--- config.mk ---
export PLATFORM = sky130hd
export DESIGN_NAME = glyph_segment_table_lookup_flat
export DESIGN_NICKNAME = d
export VERILOG_FILES = /design/src/gstl_pkg.sv /design/src/gstl_if.sv /design/src/glyph_segment_table_lookup.sv /design/src/gstl_table.sv /design/src/gstl_divider.sv /design/src/flat_wrapper.sv
export SDC_FILE = /design/constraint.sdc
export NUM_CORES = 2
export LEC_CHECK = 0
export ABC_AREA = 1
export BUFFER_PORTS_ARGS = -buffer_cell sky130_fd_sc_hd__buf_2
export CAP_MARGIN = 10
export CORE_MARGIN = 2
export CORE_UTILIZATION = 40
export CTS_BUF_LIST = sky130_fd_sc_hd__clkbuf_16
export DETAILED_ROUTE_END_ITERATION = 6
export RECOVER_POWER = 50
export SLEW_MARGIN = 20
export SYNTH_ARGS = -nofsm -noshare
export SYNTH_HDL_FRONTEND = slang
export SYNTH_HIERARCHICAL = 1
export SYNTH_SLANG_ARGS = --single-unit
--- constraint.sdc ---
create_clock -name i_clk -period 7.4 [get_ports i_clk]
set_clock_uncertainty 0.15 [all_clocks]
set_input_delay 0.37 -clock i_clk [delete_from_list [all_inputs] [get_ports i_clk]]
set_output_delay 0.37 -clock i_clk [all_outputs]
set_load 0.02 [all_outputs]
--- src/gstl_pkg.sv ---
`timescale 1ns / 1ps
// Shared types, constants and helpers for the glyph segment table.
package gstl_pkg;

    localparam int SEGMENTS = 16;
    localparam int SEG_W    = (SEGMENTS > 1) ? $clog2(SEGMENTS) : 1;
    localparam int CNT_W    = $clog2(SEGMENTS + 1);

    // Field widths fixed by the item format
    localparam int CODE_W  = 32;
    localparam int COUNT_W = 17;
    localparam int WIDTH_W = 8;
    localparam int BPP_W   = 3;
    localparam int STRIP_W = 8;
    localparam int FH_W    = 8;
    localparam int DESC_W  = 3;
    localparam int BOFF_W  = 26;
    localparam int AOFF_W  = 24;

    // Running-average divider: (mean * n + width) / (n + 1)
    localparam int DVD_W  = WIDTH_W + CNT_W + 1;
    localparam int DVS_W  = CNT_W;
    localparam int STEP_W = $clog2(DVD_W + 1);

    localparam logic [WIDTH_W-1:0] MISSING_WIDTH = WIDTH_W'(8);
    localparam logic [FH_W-1:0]    FONT_HEIGHT_RST = FH_W'(16);

    localparam logic [FH_W-1:0] DESC_TH6 = FH_W'(40);
    localparam logic [FH_W-1:0] DESC_TH3 = FH_W'(20);
    localparam logic [FH_W-1:0] DESC_TH2 = FH_W'(15);
    localparam logic [FH_W-1:0] DESC_TH1 = FH_W'(10);

    typedef enum logic {
        CMD_LOOKUP = 1'b0,
        CMD_INSERT = 1'b1
    } t_cmd;

    typedef enum logic [1:0] {
        ST_OK      = 2'd0,
        ST_MISS    = 2'd1,
        ST_OVERLAP = 2'd2,
        ST_FULL    = 2'd3
    } t_status;

    typedef enum logic [2:0] {
        S_IDLE,
        S_RD,
        S_CMP,
        S_MUL1,
        S_MUL2,
        S_DIV,
        S_OUT
    } t_state;

    typedef struct packed {
        logic [CODE_W-1:0]  low;
        logic [CODE_W-1:0]  high;
        logic [WIDTH_W-1:0] width;
        logic [BPP_W-1:0]   bpp;
        logic [STRIP_W-1:0] strip;
        logic               alpha;
    } t_entry;

    typedef struct packed {
        logic             we;
        logic [SEG_W-1:0] addr;
        t_entry           entry;
    } t_tbl_wr;

    typedef struct packed {
        logic             start;
        logic [DVD_W-1:0] dividend;
        logic [DVS_W-1:0] divisor;
    } t_div_req;

    typedef struct packed {
        logic               done;
        logic [WIDTH_W-1:0] quotient;
    } t_div_rsp;

    function automatic logic [DESC_W-1:0] descent_of(input logic [FH_W-1:0] h);
        if (h >= DESC_TH6) return DESC_W'(6);
        if (h >= DESC_TH3) return DESC_W'(3);
        if (h >= DESC_TH2) return DESC_W'(2);
        if (h >= DESC_TH1) return DESC_W'(1);
        return DESC_W'(0);
    endfunction

endpackage

--- src/gstl_if.sv ---
`timescale 1ns / 1ps
// Valid/ready channel interfaces: request items, result items, configuration.

interface gstl_in_if import gstl_pkg::*; ();
    logic               valid;
    logic               ready;
    logic               cmd;
    logic [CODE_W-1:0]  code;
    logic [COUNT_W-1:0] count;
    logic [WIDTH_W-1:0] width;
    logic [BPP_W-1:0]   bytes_per_pixel;
    logic [STRIP_W-1:0] strip;
    logic               has_alpha;

    modport source (output valid, cmd, code, count, width, bytes_per_pixel, strip,
                    has_alpha, input ready);
    modport sink   (input valid, cmd, code, count, width, bytes_per_pixel, strip,
                    has_alpha, output ready);
endinterface

interface gstl_out_if import gstl_pkg::*; ();
    logic               valid;
    logic               ready;
    logic [1:0]         status;
    logic [WIDTH_W-1:0] adv_width;
    logic [FH_W-1:0]    glyph_height;
    logic [FH_W-1:0]    ascent;
    logic [DESC_W-1:0]  descent;
    logic [STRIP_W-1:0] strip_out;
    logic [BOFF_W-1:0]  byte_offset;
    logic [AOFF_W-1:0]  alpha_offset;
    logic               alpha_valid;
    logic [WIDTH_W-1:0] peak_width;
    logic [WIDTH_W-1:0] avg_width;

    modport source (output valid, status, adv_width, glyph_height, ascent, descent,
                    strip_out, byte_offset, alpha_offset, alpha_valid, peak_width,
                    avg_width, input ready);
    modport sink   (input valid, status, adv_width, glyph_height, ascent, descent,
                    strip_out, byte_offset, alpha_offset, alpha_valid, peak_width,
                    avg_width, output ready);
endinterface

interface gstl_cfg_if import gstl_pkg::*; ();
    logic            valid;
    logic            ready;
    logic [FH_W-1:0] data;

    modport source (output valid, data, input ready);
    modport sink   (input valid, data, output ready);
endinterface

--- src/glyph_segment_table_lookup.sv ---
`timescale 1ns / 1ps
// Top level of the glyph segment table: sequencer, offset math and result register.
//
// The block holds up to SEGMENTS disjoint glyph code ranges and serves one item at a
// time. A lookup walks the stored ranges in insertion order through the table's single
// registered read port and stops at the first hit; a hit then passes through the shared
// multiplier for the byte and alpha offsets. An insert walks the same way looking for
// an overlap; a store then runs the running average through a serial divider, one
// quotient bit a cycle.
// Input ready is high only while the sequencer is idle. Results sit in an output
// register, so the next item is taken while a finished result still waits. The
// font_height register is written through its own channel, always ready; write it only
// while the block is idle. Table contents are not cleared at reset: only the fill count
// is, and entries at or beyond it are never read as valid.
module glyph_segment_table_lookup import gstl_pkg::*; (
    input  logic     i_clk,
    input  logic     i_rst_n,
    gstl_in_if.sink  i_in,
    gstl_cfg_if.sink i_cfg,
    gstl_out_if.source o_out
);

    // Sequencer and statistics
    t_state             r_state, n_state;
    logic [CNT_W-1:0]   r_idx, n_idx;
    logic [CNT_W-1:0]   r_cnt, n_cnt;
    logic [WIDTH_W-1:0] r_widest, n_widest;
    logic [WIDTH_W-1:0] r_mean, n_mean;
    logic [FH_W-1:0]    r_fh, n_fh;
    t_status            r_status, n_status;

    // Captured item
    logic               r_cmd, n_cmd;
    logic [CODE_W-1:0]  r_code, n_code;
    logic [CODE_W-1:0]  r_hi, n_hi;
    logic [WIDTH_W-1:0] r_width, n_width;
    logic [BPP_W-1:0]   r_bpp, n_bpp;
    logic [STRIP_W-1:0] r_strip, n_strip;
    logic               r_alpha, n_alpha;

    // Matched entry and offsets
    logic [WIDTH_W-1:0] r_hw, n_hw;
    logic [BPP_W-1:0]   r_hb, n_hb;
    logic [STRIP_W-1:0] r_hs, n_hs;
    logic               r_ha, n_ha;
    logic [BOFF_W-1:0]  r_rel, n_rel;
    logic [BOFF_W-1:0]  r_px, n_px;
    logic [BOFF_W-1:0]  r_boff, n_boff;

    // Result register
    logic               r_o_valid, n_o_valid;
    t_status            r_o_status, n_o_status;
    logic [WIDTH_W-1:0] r_o_gw, n_o_gw;
    logic [FH_W-1:0]    r_o_gh, n_o_gh;
    logic [FH_W-1:0]    r_o_asc, n_o_asc;
    logic [DESC_W-1:0]  r_o_desc, n_o_desc;
    logic [STRIP_W-1:0] r_o_strip, n_o_strip;
    logic [BOFF_W-1:0]  r_o_boff, n_o_boff;
    logic [AOFF_W-1:0]  r_o_aoff, n_o_aoff;
    logic               r_o_aval, n_o_aval;
    logic [WIDTH_W-1:0] r_o_maxw, n_o_maxw;
    logic [WIDTH_W-1:0] r_o_avew, n_o_avew;

    // Table and divider hookup
    t_tbl_wr  w_wr;
    t_entry   w_rd;
    t_div_req w_div_req;
    t_div_rsp w_div_rsp;

    logic [COUNT_W-1:0]          w_n;
    logic [CODE_W:0]             w_end;
    logic [BOFF_W-1:0]           w_mul_a;
    logic [WIDTH_W-1:0]          w_mul_b;
    logic [BOFF_W+WIDTH_W-1:0]   w_mul;
    logic [CODE_W-1:0]           w_rel_full;
    logic [DESC_W-1:0]           w_desc;
    logic                        w_load_out;

    gstl_table u_table (
        .i_clk     (i_clk),
        .i_wr      (w_wr),
        .i_rd_addr (r_idx[SEG_W-1:0]),
        .o_rd_data (w_rd)
    );

    gstl_divider u_div (
        .i_clk   (i_clk),
        .i_rst_n (i_rst_n),
        .i_req   (w_div_req),
        .o_rsp   (w_div_rsp)
    );

    assign i_in.ready  = (r_state == S_IDLE);
    assign i_cfg.ready = 1'b1;

    // Zero count stores one glyph; the range end saturates at the top of the code space
    assign w_n   = (i_in.count == '0) ? COUNT_W'(1) : i_in.count;
    assign w_end = {1'b0, i_in.code} + (CODE_W+1)'(w_n) - (CODE_W+1)'(1);

    assign w_rel_full = r_code - w_rd.low;

    // Shared multiplier: width * rel first, then pixels * bytes per pixel
    assign w_mul_a = (r_state == S_MUL1) ? r_rel : r_px;
    assign w_mul_b = (r_state == S_MUL1) ? r_hw : WIDTH_W'(r_hb);
    assign w_mul   = (BOFF_W+WIDTH_W)'(w_mul_a) * (BOFF_W+WIDTH_W)'(w_mul_b);
    assign w_desc  = descent_of(r_fh);

    always_comb begin
        n_state  = r_state;
        n_idx    = r_idx;
        n_cnt    = r_cnt;
        n_widest = r_widest;
        n_mean   = r_mean;
        n_fh     = r_fh;
        n_status = r_status;
        n_cmd    = r_cmd;
        n_code   = r_code;
        n_hi     = r_hi;
        n_width  = r_width;
        n_bpp    = r_bpp;
        n_strip  = r_strip;
        n_alpha  = r_alpha;
        n_hw     = r_hw;
        n_hb     = r_hb;
        n_hs     = r_hs;
        n_ha     = r_ha;
        n_rel    = r_rel;
        n_px     = r_px;
        n_boff   = r_boff;

        n_o_valid  = r_o_valid && !o_out.ready;
        n_o_status = r_o_status;
        n_o_gw     = r_o_gw;
        n_o_gh     = r_o_gh;
        n_o_asc    = r_o_asc;
        n_o_desc   = r_o_desc;
        n_o_strip  = r_o_strip;
        n_o_boff   = r_o_boff;
        n_o_aoff   = r_o_aoff;
        n_o_aval   = r_o_aval;
        n_o_maxw   = r_o_maxw;
        n_o_avew   = r_o_avew;

        w_wr.we          = 1'b0;
        w_wr.addr        = r_cnt[SEG_W-1:0];
        w_wr.entry.low   = r_code;
        w_wr.entry.high  = r_hi;
        w_wr.entry.width = r_width;
        w_wr.entry.bpp   = r_bpp;
        w_wr.entry.strip = r_strip;
        w_wr.entry.alpha = r_alpha;

        w_div_req.start    = 1'b0;
        w_div_req.dividend = DVD_W'(r_mean) * DVD_W'(r_cnt) + DVD_W'(r_width);
        w_div_req.divisor  = r_cnt + CNT_W'(1);

        w_load_out = !r_o_valid || o_out.ready;

        if (i_cfg.valid) begin
            n_fh = i_cfg.data;
        end

        unique case (r_state)
            S_IDLE: begin
                if (i_in.valid) begin
                    n_cmd   = i_in.cmd;
                    n_code  = i_in.code;
                    n_hi    = w_end[CODE_W] ? '1 : w_end[CODE_W-1:0];
                    n_width = i_in.width;
                    n_bpp   = i_in.bytes_per_pixel;
                    n_strip = i_in.strip;
                    n_alpha = i_in.has_alpha;
                    n_idx   = '0;
                    n_state = S_RD;
                end
            end
            S_RD: begin
                if (r_idx == r_cnt) begin
                    // Walked every stored range without a hit or an overlap
                    if (r_cmd == CMD_LOOKUP) begin
                        n_status = ST_MISS;
                        n_state  = S_OUT;
                    end else if (r_cnt == CNT_W'(SEGMENTS)) begin
                        n_status = ST_FULL;
                        n_state  = S_OUT;
                    end else begin
                        w_wr.we         = 1'b1;
                        w_div_req.start = 1'b1;
                        n_cnt           = r_cnt + CNT_W'(1);
                        if (r_width > r_widest) begin
                            n_widest = r_width;
                        end
                        n_status = ST_OK;
                        n_state  = S_DIV;
                    end
                end else begin
                    n_state = S_CMP;
                end
            end
            S_CMP: begin
                if (r_cmd == CMD_LOOKUP) begin
                    if (r_code >= w_rd.low && r_code <= w_rd.high) begin
                        n_hw     = w_rd.width;
                        n_hb     = w_rd.bpp;
                        n_hs     = w_rd.strip;
                        n_ha     = w_rd.alpha;
                        n_rel    = w_rel_full[BOFF_W-1:0];
                        n_status = ST_OK;
                        n_state  = S_MUL1;
                    end else begin
                        n_idx   = r_idx + CNT_W'(1);
                        n_state = S_RD;
                    end
                end else begin
                    if (r_code <= w_rd.high && w_rd.low <= r_hi) begin
                        n_status = ST_OVERLAP;
                        n_state  = S_OUT;
                    end else begin
                        n_idx   = r_idx + CNT_W'(1);
                        n_state = S_RD;
                    end
                end
            end
            S_MUL1: begin
                n_px    = w_mul[BOFF_W-1:0];
                n_state = S_MUL2;
            end
            S_MUL2: begin
                n_boff  = w_mul[BOFF_W-1:0];
                n_state = S_OUT;
            end
            S_DIV: begin
                if (w_div_rsp.done) begin
                    n_mean  = w_div_rsp.quotient;
                    n_state = S_OUT;
                end
            end
            S_OUT: begin
                if (w_load_out) begin
                    n_o_valid  = 1'b1;
                    n_o_status = r_status;
                    n_o_maxw   = r_widest;
                    n_o_avew   = r_mean;
                    n_o_gw     = '0;
                    n_o_gh     = '0;
                    n_o_asc    = '0;
                    n_o_desc   = '0;
                    n_o_strip  = '0;
                    n_o_boff   = '0;
                    n_o_aoff   = '0;
                    n_o_aval   = 1'b0;
                    if (r_cmd == CMD_LOOKUP) begin
                        n_o_gh   = r_fh;
                        n_o_desc = w_desc;
                        n_o_asc  = r_fh - FH_W'(w_desc);
                        if (r_status == ST_OK) begin
                            n_o_gw    = r_hw;
                            n_o_strip = r_hs;
                            n_o_boff  = r_boff;
                            n_o_aval  = r_ha;
                            n_o_aoff  = r_ha ? r_px[AOFF_W-1:0] : '0;
                        end else begin
                            n_o_gw = MISSING_WIDTH;
                        end
                    end
                    n_state = S_IDLE;
                end
            end
            default: begin
                n_state = S_IDLE;
            end
        endcase
    end

    // Control state
    always_ff @(posedge i_clk) begin
        if (!i_rst_n) begin
            r_state   <= S_IDLE;
            r_idx     <= '0;
            r_cnt     <= '0;
            r_widest  <= '0;
            r_mean    <= '0;
            r_fh      <= FONT_HEIGHT_RST;
            r_o_valid <= 1'b0;
        end else begin
            r_state   <= n_state;
            r_idx     <= n_idx;
            r_cnt     <= n_cnt;
            r_widest  <= n_widest;
            r_mean    <= n_mean;
            r_fh      <= n_fh;
            r_o_valid <= n_o_valid;
        end
    end

    // Payload
    always_ff @(posedge i_clk) begin
        r_status   <= n_status;
        r_cmd      <= n_cmd;
        r_code     <= n_code;
        r_hi       <= n_hi;
        r_width    <= n_width;
        r_bpp      <= n_bpp;
        r_strip    <= n_strip;
        r_alpha    <= n_alpha;
        r_hw       <= n_hw;
        r_hb       <= n_hb;
        r_hs       <= n_hs;
        r_ha       <= n_ha;
        r_rel      <= n_rel;
        r_px       <= n_px;
        r_boff     <= n_boff;
        r_o_status <= n_o_status;
        r_o_gw     <= n_o_gw;
        r_o_gh     <= n_o_gh;
        r_o_asc    <= n_o_asc;
        r_o_desc   <= n_o_desc;
        r_o_strip  <= n_o_strip;
        r_o_boff   <= n_o_boff;
        r_o_aoff   <= n_o_aoff;
        r_o_aval   <= n_o_aval;
        r_o_maxw   <= n_o_maxw;
        r_o_avew   <= n_o_avew;
    end

    assign o_out.valid        = r_o_valid;
    assign o_out.status       = r_o_status;
    assign o_out.adv_width    = r_o_gw;
    assign o_out.glyph_height = r_o_gh;
    assign o_out.ascent       = r_o_asc;
    assign o_out.descent      = r_o_desc;
    assign o_out.strip_out    = r_o_strip;
    assign o_out.byte_offset  = r_o_boff;
    assign o_out.alpha_offset = r_o_aoff;
    assign o_out.alpha_valid  = r_o_aval;
    assign o_out.peak_width   = r_o_maxw;
    assign o_out.avg_width    = r_o_avew;

endmodule

--- src/gstl_table.sv ---
`timescale 1ns / 1ps
// Range table storage: one write port, one registered read port.
module gstl_table import gstl_pkg::*; (
    input  logic             i_clk,
    input  t_tbl_wr          i_wr,
    input  logic [SEG_W-1:0] i_rd_addr,
    output t_entry           o_rd_data
);

    t_entry r_mem [SEGMENTS];
    t_entry r_rd;

    always_ff @(posedge i_clk) begin
        if (i_wr.we) begin
            r_mem[i_wr.addr] <= i_wr.entry;
        end
    end

    always_ff @(posedge i_clk) begin
        r_rd <= r_mem[i_rd_addr];
    end

    assign o_rd_data = r_rd;

endmodule

--- src/gstl_divider.sv ---
`timescale 1ns / 1ps
// Restoring serial divider, one quotient bit per cycle.
module gstl_divider import gstl_pkg::*; (
    input  logic     i_clk,
    input  logic     i_rst_n,
    input  t_div_req i_req,
    output t_div_rsp o_rsp
);

    logic              r_busy;
    logic              r_done;
    logic [STEP_W-1:0] r_step;
    logic [DVD_W-1:0]  r_quo;
    logic [DVS_W-1:0]  r_rem;
    logic [DVS_W-1:0]  r_dvs;

    logic [DVS_W:0] w_shift;
    logic [DVS_W:0] w_diff;
    logic           w_ge;

    always_comb begin
        w_shift = {r_rem, r_quo[DVD_W-1]};
        w_ge    = (w_shift >= {1'b0, r_dvs});
        w_diff  = w_shift - {1'b0, r_dvs};
    end

    always_ff @(posedge i_clk) begin
        if (!i_rst_n) begin
            r_busy <= 1'b0;
            r_done <= 1'b0;
            r_step <= '0;
        end else begin
            r_done <= 1'b0;
            if (i_req.start) begin
                r_busy <= 1'b1;
                r_step <= STEP_W'(DVD_W);
            end else if (r_busy) begin
                r_step <= r_step - STEP_W'(1);
                if (r_step == STEP_W'(1)) begin
                    r_busy <= 1'b0;
                    r_done <= 1'b1;
                end
            end
        end
    end

    always_ff @(posedge i_clk) begin
        if (i_req.start) begin
            r_quo <= i_req.dividend;
            r_rem <= '0;
            r_dvs <= i_req.divisor;
        end else if (r_busy) begin
            r_rem <= w_ge ? w_diff[DVS_W-1:0] : w_shift[DVS_W-1:0];
            r_quo <= {r_quo[DVD_W-2:0], w_ge};
        end
    end

    assign o_rsp.done     = r_done;
    assign o_rsp.quotient = r_quo[WIDTH_W-1:0];

endmodule
--- src/flat_wrapper.sv ---
// flat-port wrapper written by rule: the top's interface ports become plain ports
module glyph_segment_table_lookup_flat import gstl_pkg::*;
  (i_clk, i_rst_n, i_in_valid, i_in_cmd, i_in_code, i_in_count, i_in_width, i_in_bytes_per_pixel, i_in_strip, i_in_has_alpha, i_in_ready, i_cfg_valid, i_cfg_data, i_cfg_ready, o_out_valid, o_out_status, o_out_adv_width, o_out_glyph_height, o_out_ascent, o_out_descent, o_out_strip_out, o_out_byte_offset, o_out_alpha_offset, o_out_alpha_valid, o_out_peak_width, o_out_avg_width, o_out_ready);
  gstl_in_if i_in_i ();
  gstl_cfg_if i_cfg_i ();
  gstl_out_if o_out_i ();
  input  logic i_clk;
  input  logic i_rst_n;
  input wire logic [$bits(i_in_i.valid)-1:0] i_in_valid;
  input wire logic [$bits(i_in_i.cmd)-1:0] i_in_cmd;
  input wire logic [$bits(i_in_i.code)-1:0] i_in_code;
  input wire logic [$bits(i_in_i.count)-1:0] i_in_count;
  input wire logic [$bits(i_in_i.width)-1:0] i_in_width;
  input wire logic [$bits(i_in_i.bytes_per_pixel)-1:0] i_in_bytes_per_pixel;
  input wire logic [$bits(i_in_i.strip)-1:0] i_in_strip;
  input wire logic [$bits(i_in_i.has_alpha)-1:0] i_in_has_alpha;
  output wire logic [$bits(i_in_i.ready)-1:0] i_in_ready;
  input wire logic [$bits(i_cfg_i.valid)-1:0] i_cfg_valid;
  input wire logic [$bits(i_cfg_i.data)-1:0] i_cfg_data;
  output wire logic [$bits(i_cfg_i.ready)-1:0] i_cfg_ready;
  output wire logic [$bits(o_out_i.valid)-1:0] o_out_valid;
  output wire logic [$bits(o_out_i.status)-1:0] o_out_status;
  output wire logic [$bits(o_out_i.adv_width)-1:0] o_out_adv_width;
  output wire logic [$bits(o_out_i.glyph_height)-1:0] o_out_glyph_height;
  output wire logic [$bits(o_out_i.ascent)-1:0] o_out_ascent;
  output wire logic [$bits(o_out_i.descent)-1:0] o_out_descent;
  output wire logic [$bits(o_out_i.strip_out)-1:0] o_out_strip_out;
  output wire logic [$bits(o_out_i.byte_offset)-1:0] o_out_byte_offset;
  output wire logic [$bits(o_out_i.alpha_offset)-1:0] o_out_alpha_offset;
  output wire logic [$bits(o_out_i.alpha_valid)-1:0] o_out_alpha_valid;
  output wire logic [$bits(o_out_i.peak_width)-1:0] o_out_peak_width;
  output wire logic [$bits(o_out_i.avg_width)-1:0] o_out_avg_width;
  input wire logic [$bits(o_out_i.ready)-1:0] o_out_ready;
  assign i_in_i.valid = i_in_valid;
  assign i_in_i.cmd = i_in_cmd;
  assign i_in_i.code = i_in_code;
  assign i_in_i.count = i_in_count;
  assign i_in_i.width = i_in_width;
  assign i_in_i.bytes_per_pixel = i_in_bytes_per_pixel;
  assign i_in_i.strip = i_in_strip;
  assign i_in_i.has_alpha = i_in_has_alpha;
  assign i_in_ready = i_in_i.ready;
  assign i_cfg_i.valid = i_cfg_valid;
  assign i_cfg_i.data = i_cfg_data;
  assign i_cfg_ready = i_cfg_i.ready;
  assign o_out_valid = o_out_i.valid;
  assign o_out_status = o_out_i.status;
  assign o_out_adv_width = o_out_i.adv_width;
  assign o_out_glyph_height = o_out_i.glyph_height;
  assign o_out_ascent = o_out_i.ascent;
  assign o_out_descent = o_out_i.descent;
  assign o_out_strip_out = o_out_i.strip_out;
  assign o_out_byte_offset = o_out_i.byte_offset;
  assign o_out_alpha_offset = o_out_i.alpha_offset;
  assign o_out_alpha_valid = o_out_i.alpha_valid;
  assign o_out_peak_width = o_out_i.peak_width;
  assign o_out_avg_width = o_out_i.avg_width;
  assign o_out_i.ready = o_out_ready;
  glyph_segment_table_lookup u_core (.i_clk(i_clk), .i_rst_n(i_rst_n), .i_in(i_in_i), .i_cfg(i_cfg_i), .o_out(o_out_i));
endmodule
[Word level (Yosys, flattened, before mapping)]
Memory sizes are Yosys's and may differ from the RTL's. A register that Yosys moved wholly into a read port is not among the register bits.
Cells that the tools add are included.
Storage, ports and cells
  flip-flop bits (word level): 357
  memory bits (writable): 1344
  output and inout port bits: 107
  memories: 1
Memories
  u_core.u_table.r_mem: words 16, bits a word 84, rd ports 1, clocked after Yosys merged registers in 1, write ports 1, RTL line gstl_table.sv:10  | t_entry r_mem [SEGMENTS];
Cells by class
  $add $sub $neg: 9
  $mul: 2
  order comparisons: 9
  equal/unequal tests: 17
  multiplexer cells: 61
  bitwise logic cells: 6
  reductions and logical operators: 25
Operator list (number)
  $le 32x32->1: 2
  $mux 3: 15
  $add 32x17->33: 1
  $sub 33x1->33 const B: 1
  $ge 32x32->1: 1
  $mux 14: 2
  $mul 26x8->26: 1
  $mux 26: 1
  $sub 26x26->26: 1
  $mux 5: 5
  $mux 1: 22
  $pmux 3 s7: 1
  $logic_not 17->1: 1
  $mux 17: 1
  $ge 8x4->1 const B: 2
  $mux 2: 8
  $add 13x8->14: 1
  $mul 8x5->13: 1
  $mux 4: 3
  $reduce_and 4->1: 3
  $add 5x1->5 const B: 2
  $pmux 5 s2: 1
  $eq 3x3->1 const B: 3
  $ge 8x5->1 const B: 1
  30 further kinds: 49

[Depth between registers and ports, before layout]
  depth in word-level cells: 13
  mapped depth: 28
  gate-level depth less buffers: 26

[By module]
The synthesis kept the hierarchy.
Modules (own cells, without submodules)
  gstl_table: instances 1, cells each 5517, area an instance 58935.3 um^2, seq. area each 42040.3 um^2
  glyph_segment_table_lookup: instances 1, cells each 2661, area an instance 24005.5 um^2, seq. area each 9439.1 um^2
  gstl_divider: instances 1, cells each 179, area an instance 1572.8 um^2, seq. area each 790.8 um^2

[Worst setup path after synthesis]
No wires, ideal clock.
  path kind: register to register
  start point: register u_core.r_cnt[0]
  end point: memory u_core/u_table/r_mem[12][0] (netlist name) (enable)
  arrival: 5.259 ns
  path slack: 1.464 ns
  cell stages (with the launch flop): 11
  path buffers: 1
  clock period less this slack: 5.936 ns
  cell sequence: dfxtp_1 -> clkbuf_1 -> inv_1 -> ha_1 -> nand4_1 -> nand2_1 -> inv_1 -> nand3_1 -> inv_1 -> nand3_1 -> nor2_1
RTL lines
  start: declaration: RTL line glyph_segment_table_lookup.sv:26  | logic [CNT_W-1:0] r_cnt, n_cnt;
  start signal: assignment: RTL line glyph_segment_table_lookup.sv:288  | r_cnt <= n_cnt;
  end: declaration: RTL line gstl_table.sv:10

[Final worst setup path]
  start point: register u_core.r_state[2]
  end point: register u_core.r_boff[19] (data pin)
Between the ends
  cells in the longest elaborated chain, start to end: 3
  elaborated cells on any way between the ends: 4
  classes of those cells: mul (1); eq/ne (1); mux (2)
Ends and longest elaborated chain
  start: declaration: RTL line glyph_segment_table_lookup.sv:24  | t_state r_state, n_state;
  start signal: assignment: RTL line glyph_segment_table_lookup.sv:286  | r_state <= n_state;
  $eq 3x2->1 (*): RTL line glyph_segment_table_lookup.sv:103, glyph_segment_table_lookup.sv:104
  $mux 26 / $mux 8 (equally long branches): RTL line glyph_segment_table_lookup.sv:103, glyph_segment_table_lookup.sv:104
  $mul 26x8->26 (*): RTL line glyph_segment_table_lookup.sv:105  | assign w_mul = (BOFF_W+WIDTH_W)'(w_mul_a) * (BOFF_W+WIDTH_W)'(w_mul_b);
  via u_core.w_mul[19]: RTL line glyph_segment_table_lookup.sv:74  | logic [BOFF_W+WIDTH_W-1:0] w_mul;
  end signal: assignment: RTL line glyph_segment_table_lookup.sv:312  | r_boff <= n_boff;
  end: declaration: RTL line glyph_segment_table_lookup.sv:48  | logic [BOFF_W-1:0] r_boff, n_boff;
Mark *: on every way through the listed nets, which the timed path passes. The rest lies on a longest branch.
A chain may end at the register's enable or synchronous reset.

==> summary.txt <==
Timing
  • Hold Vio Cnt, Final: 0
  • Max Slew Vio Count: 583
  • Finish-stage setup viols: 0
  • Crit path time final: 6.712 ns
  • Slew headroom: -214.6%
  • Final period utilization: 90.70%
  • Fmax: 0.1490 GHz
  • Measured slew at the worst slew-check pin: 4.718 ns
  • RSZ-0062 raised after global routing: no
  • Setup_tns: 0 ns

Synth
  • Top FF cell, synth: edfxtp_1
  • Simple logic cell fraction of the synthesized area: 18.63%
  • Share of flip-flops with an asynchronous set or reset: 0%
  • Largest area contributor in the netlist: edfxtp_1
  • Post-Synth XOR/XNOR Area: 1.076%
  • Synth cell types: 61
  • Synth Warn #: 6
  • Mapped cell area: 84510 um2
  • Fraction of the mapped netlist area in adder cells: 6.855%
  • Compound-gate portion of the synthesized area: 2.397%
  • Largest family of logic cells by synthesized area: simple AND/OR/NAND/NOR gates
  • Multiplexer share of the synthesized area: 0%
  • Synthesized flop and latch total: 1785
  • Share of the synthesized area in the top cell type: 58.70%
  • Synth cell count leaders: 2244 x nand2_1, 1652 x edfxtp_1, 1631 x inv_1
  • Most numerous cell in the Yosys netlist: nand2_1
  • Syn_nets: 8813
  • Synth area leaders: edfxtp_1 59%, nand2_1 10%, inv_1 7.2%
  • Synthesized area per cell: 10.11 um2
  • Cells after synthesis: 8357
  • Post-synth EDFFs: 1652
  • Register area share after synthesis: 61.85%

Worst setup path
  • CP Max Fanout: 31
  • CP Data Required Time: 7.82 ns
  • CP max stage delay: 0.73 ns
  • Critical Path Source Type: register
  • Crit path DAT: 7.13 ns
  • WS Path Type: register to register
  • Worst setup EP type: register
  • Cells on worst reg2reg path: 24
  • Crit-path cells: inv_1 > nand3_4 > nand2_1 > o21ai_1 > inv_1 > nor2_1 > fa_1 > fa_1 > fa_1 > inv_1 > fa_1 > inv_1 > ha_1 > a21oi_1 > o21ai_0 > a21oi_1 > o21ai_0 > a21oi_1 > inv_1 > nand2_1 > nand2_1 > nand2_1 > nand2_1 > xor2_1
  • Slowest cell on crit path: inv_1

CTS
  • Clock Path Buffers: 3
  • Post-CTS setup buffers: 0
  • CTS root buf: clkbuf_16
  • Total clock sinks: 1785
  • Worst-Skew Late Latency: 0.87 ns
  • H-tree depth: 4
  • CTS tree: yes
  • Clock slew at reported path FFs: 0.06 ns
  • CTS buffer count: 188

Drt
  • Metal-1 WL: 103200 um
  • Routed len/inst: 20.14 um
  • Vias per cell: 5.008
  • DR pass1 iterations: 6
  • Initial DRC Count: 5613
  • Highest routed layer: met4
  • Final wirelength: 232000 um
  • Final antenna-violating net count: 0
  • DRC viols: 0
  • Met3 WL post-DR: 15870 um
  • Metal2 WL: 106900 um
  • Via count: 57700

Placement
  • Placed Cells: 11100
  • Placed cell areas: 88430 um2
  • Port Buffers: 188
  • GP Congestion: 0.8685
  • DP HPWL: 131400 um

Die
  • Row cnt: 168
  • Effective utilization at floorplan: 40.29%
  • DIE AREA: 215000 um2
  • I/O Pins: 190
  • Die Wd: 463.7 um
  • Die height: 463.7 um
  • Core Box Area: 209800 um2

Finish
  • Area Overhead vs Synth: 12.18%
  • Finished Layout Cells: 11520
  • Storage cell area: 52280 um2
  • Share of layout cells above drive strength 1: 4.958%
  • Final Cell Area: 94810 um2
  • Fillers: 19660
  • Nets@finish: 9007
  • Area occupied by multi-input gates: 24600 um2

Run status
  • Status: finished with violations
  • Failing checks: capacitance limit, slew limit

GRT
  • Total grt overflow: 0
  • Global-route wire length before repair: 346700 um
  • Vias in the first global route: 55500
  • Overall routing resource usage: 21.25%
  • Initial antenna violation count: 7
  • Largest net degree at the start of global routing: 211

Power
  • Leakage power: 0.04109 uW
  • Worst ir drop on vdd: 0.3483 mV
  • Pwr Density: 336.6 nW/um2

Worst hold path
  • Hold Path Class: input pin to register
  • WHS Path Cells: 2

Job
  • Number of max-cap violations: 10
[critical path: cells and delay by family (launching register included)]
family | cells | cell delay (ns)
adder cells (fa/ha/maj) | 5 | 2.42
AO/OA/AOI/OAI | 6 | 1.29
buffers and inverters | 5 | 1.10
AND/OR/NAND/NOR | 7 | 0.96
flip-flops | 1 | 0.33
XOR/XNOR | 1 | 0.16
[kinds of logic (layout without fill, tap and decap cells)]
logic type | after synthesis | in the layout
and+or+nand+nor | 3760 | 3760
xor gates and xnor gates | 100 | 100
buffers and inverters | 1973 | 2330
DFF | 1785 | 1785
other | 1 | 4
adders and majority gates | 373 | 373
AOI/OAI and AO/OA | 365 | 365
[repair_timing]
| item | 4_1_cts | 5_1_grt |
|---|---|---|
| hold endpoints to repair | 87 | 0 |
| endpoints found under the setup margin | 0 | 0 |
| resized for setup | 0 | 0 |
| hold buffers | 69 | 0 |
[worst paths after layout]
path                           startpoint                end  slack (ns)
max                     u_core/r_state[2]  u_core/r_boff[19]        0.69
min                         i_in_width[0]  u_core/r_width[0]        0.08
max reg2reg             u_core/r_state[2]  u_core/r_boff[19]        0.69
min reg2reg  u_core/u_table/o_rd_data[13]     u_core/r_hw[1]        0.25
[flip-flops by register name, summed over array words and instances, names as in the netlist, 14 cells and up]
name and flops:
u_core/r_px 26, u_core/r_hi 32, u_core/u_div/r_quo 14, u_core/r_rel 26, u_core/o_out.byte_offset 26, u_core/u_table/o_rd_data 84, u_core/u_table/r_mem 1344, u_core/o_out.alpha_offset 24
u_core/r_boff 26, u_core/r_code 32
[stage by stage]
step,setup slack (ns),utilization (%),total power [uW],hold slack (ns)
6_report,0.6880,45.19,31910,0.07968
5_1_grt,0.1675,45.19,33700,0.05240
4_1_cts,0.7355,45.31,31990,0.008786
3_5_place_dp,0.7572,42.16,22940,0.2402
3_3_place_gp,0.8199,42.16,22780,0.2369
2_1_floorplan,1.464,-,19830,0.2355
[cells in the final DEF (no fill, tap or decap), types with 45 or more instances in the layout]
cell type / instances
ha_1: 223
inv_1: 1674
clkbuf_16: 190
dfxtp_1: 130
clkinv_1: 45
nand3_1: 1079
nor2_1: 336
fa_1: 150
edfxtp_1: 1652
o21ai_0: 99
clkbuf_1: 158
dlygate4sd3_1: 69
nand2_1: 2244
a21oi_1: 185
xor2_1: 62
[per-layer routing]
| layer | GRT usage (%) | up-vias |
|---|---|---|
| met5 | 0 | - |
| met4 | 6.455 | 0 |
| met3 | 2.884 | 331 |
| met2 | 34.02 | 2065 |
| met1 | 30.04 | 28040 |
| li1 | - | 27260 |
[layout make-up]
class | instances | area share [%]
clock buffer | 190 | 5.015
inverter | 1640 | 6.510
sequential | 1785 | 55.14
timing repair buffer | 337 | 2.447
multi-input combinational | 4599 | 25.95
antenna | 3 | 0.007918
tap | 2805 | 3.702
clock inverter | 163 | 1.226
[report_power, final]
part	internal [uW]	total (uW)	switching [uW]
Clock	5000	9000	4000
Sequential	12600	13600	979
Combinational	2860	9310	6450
Total	20500	31900	11400
Note: power is estimated with default switching activity, not from simulation.
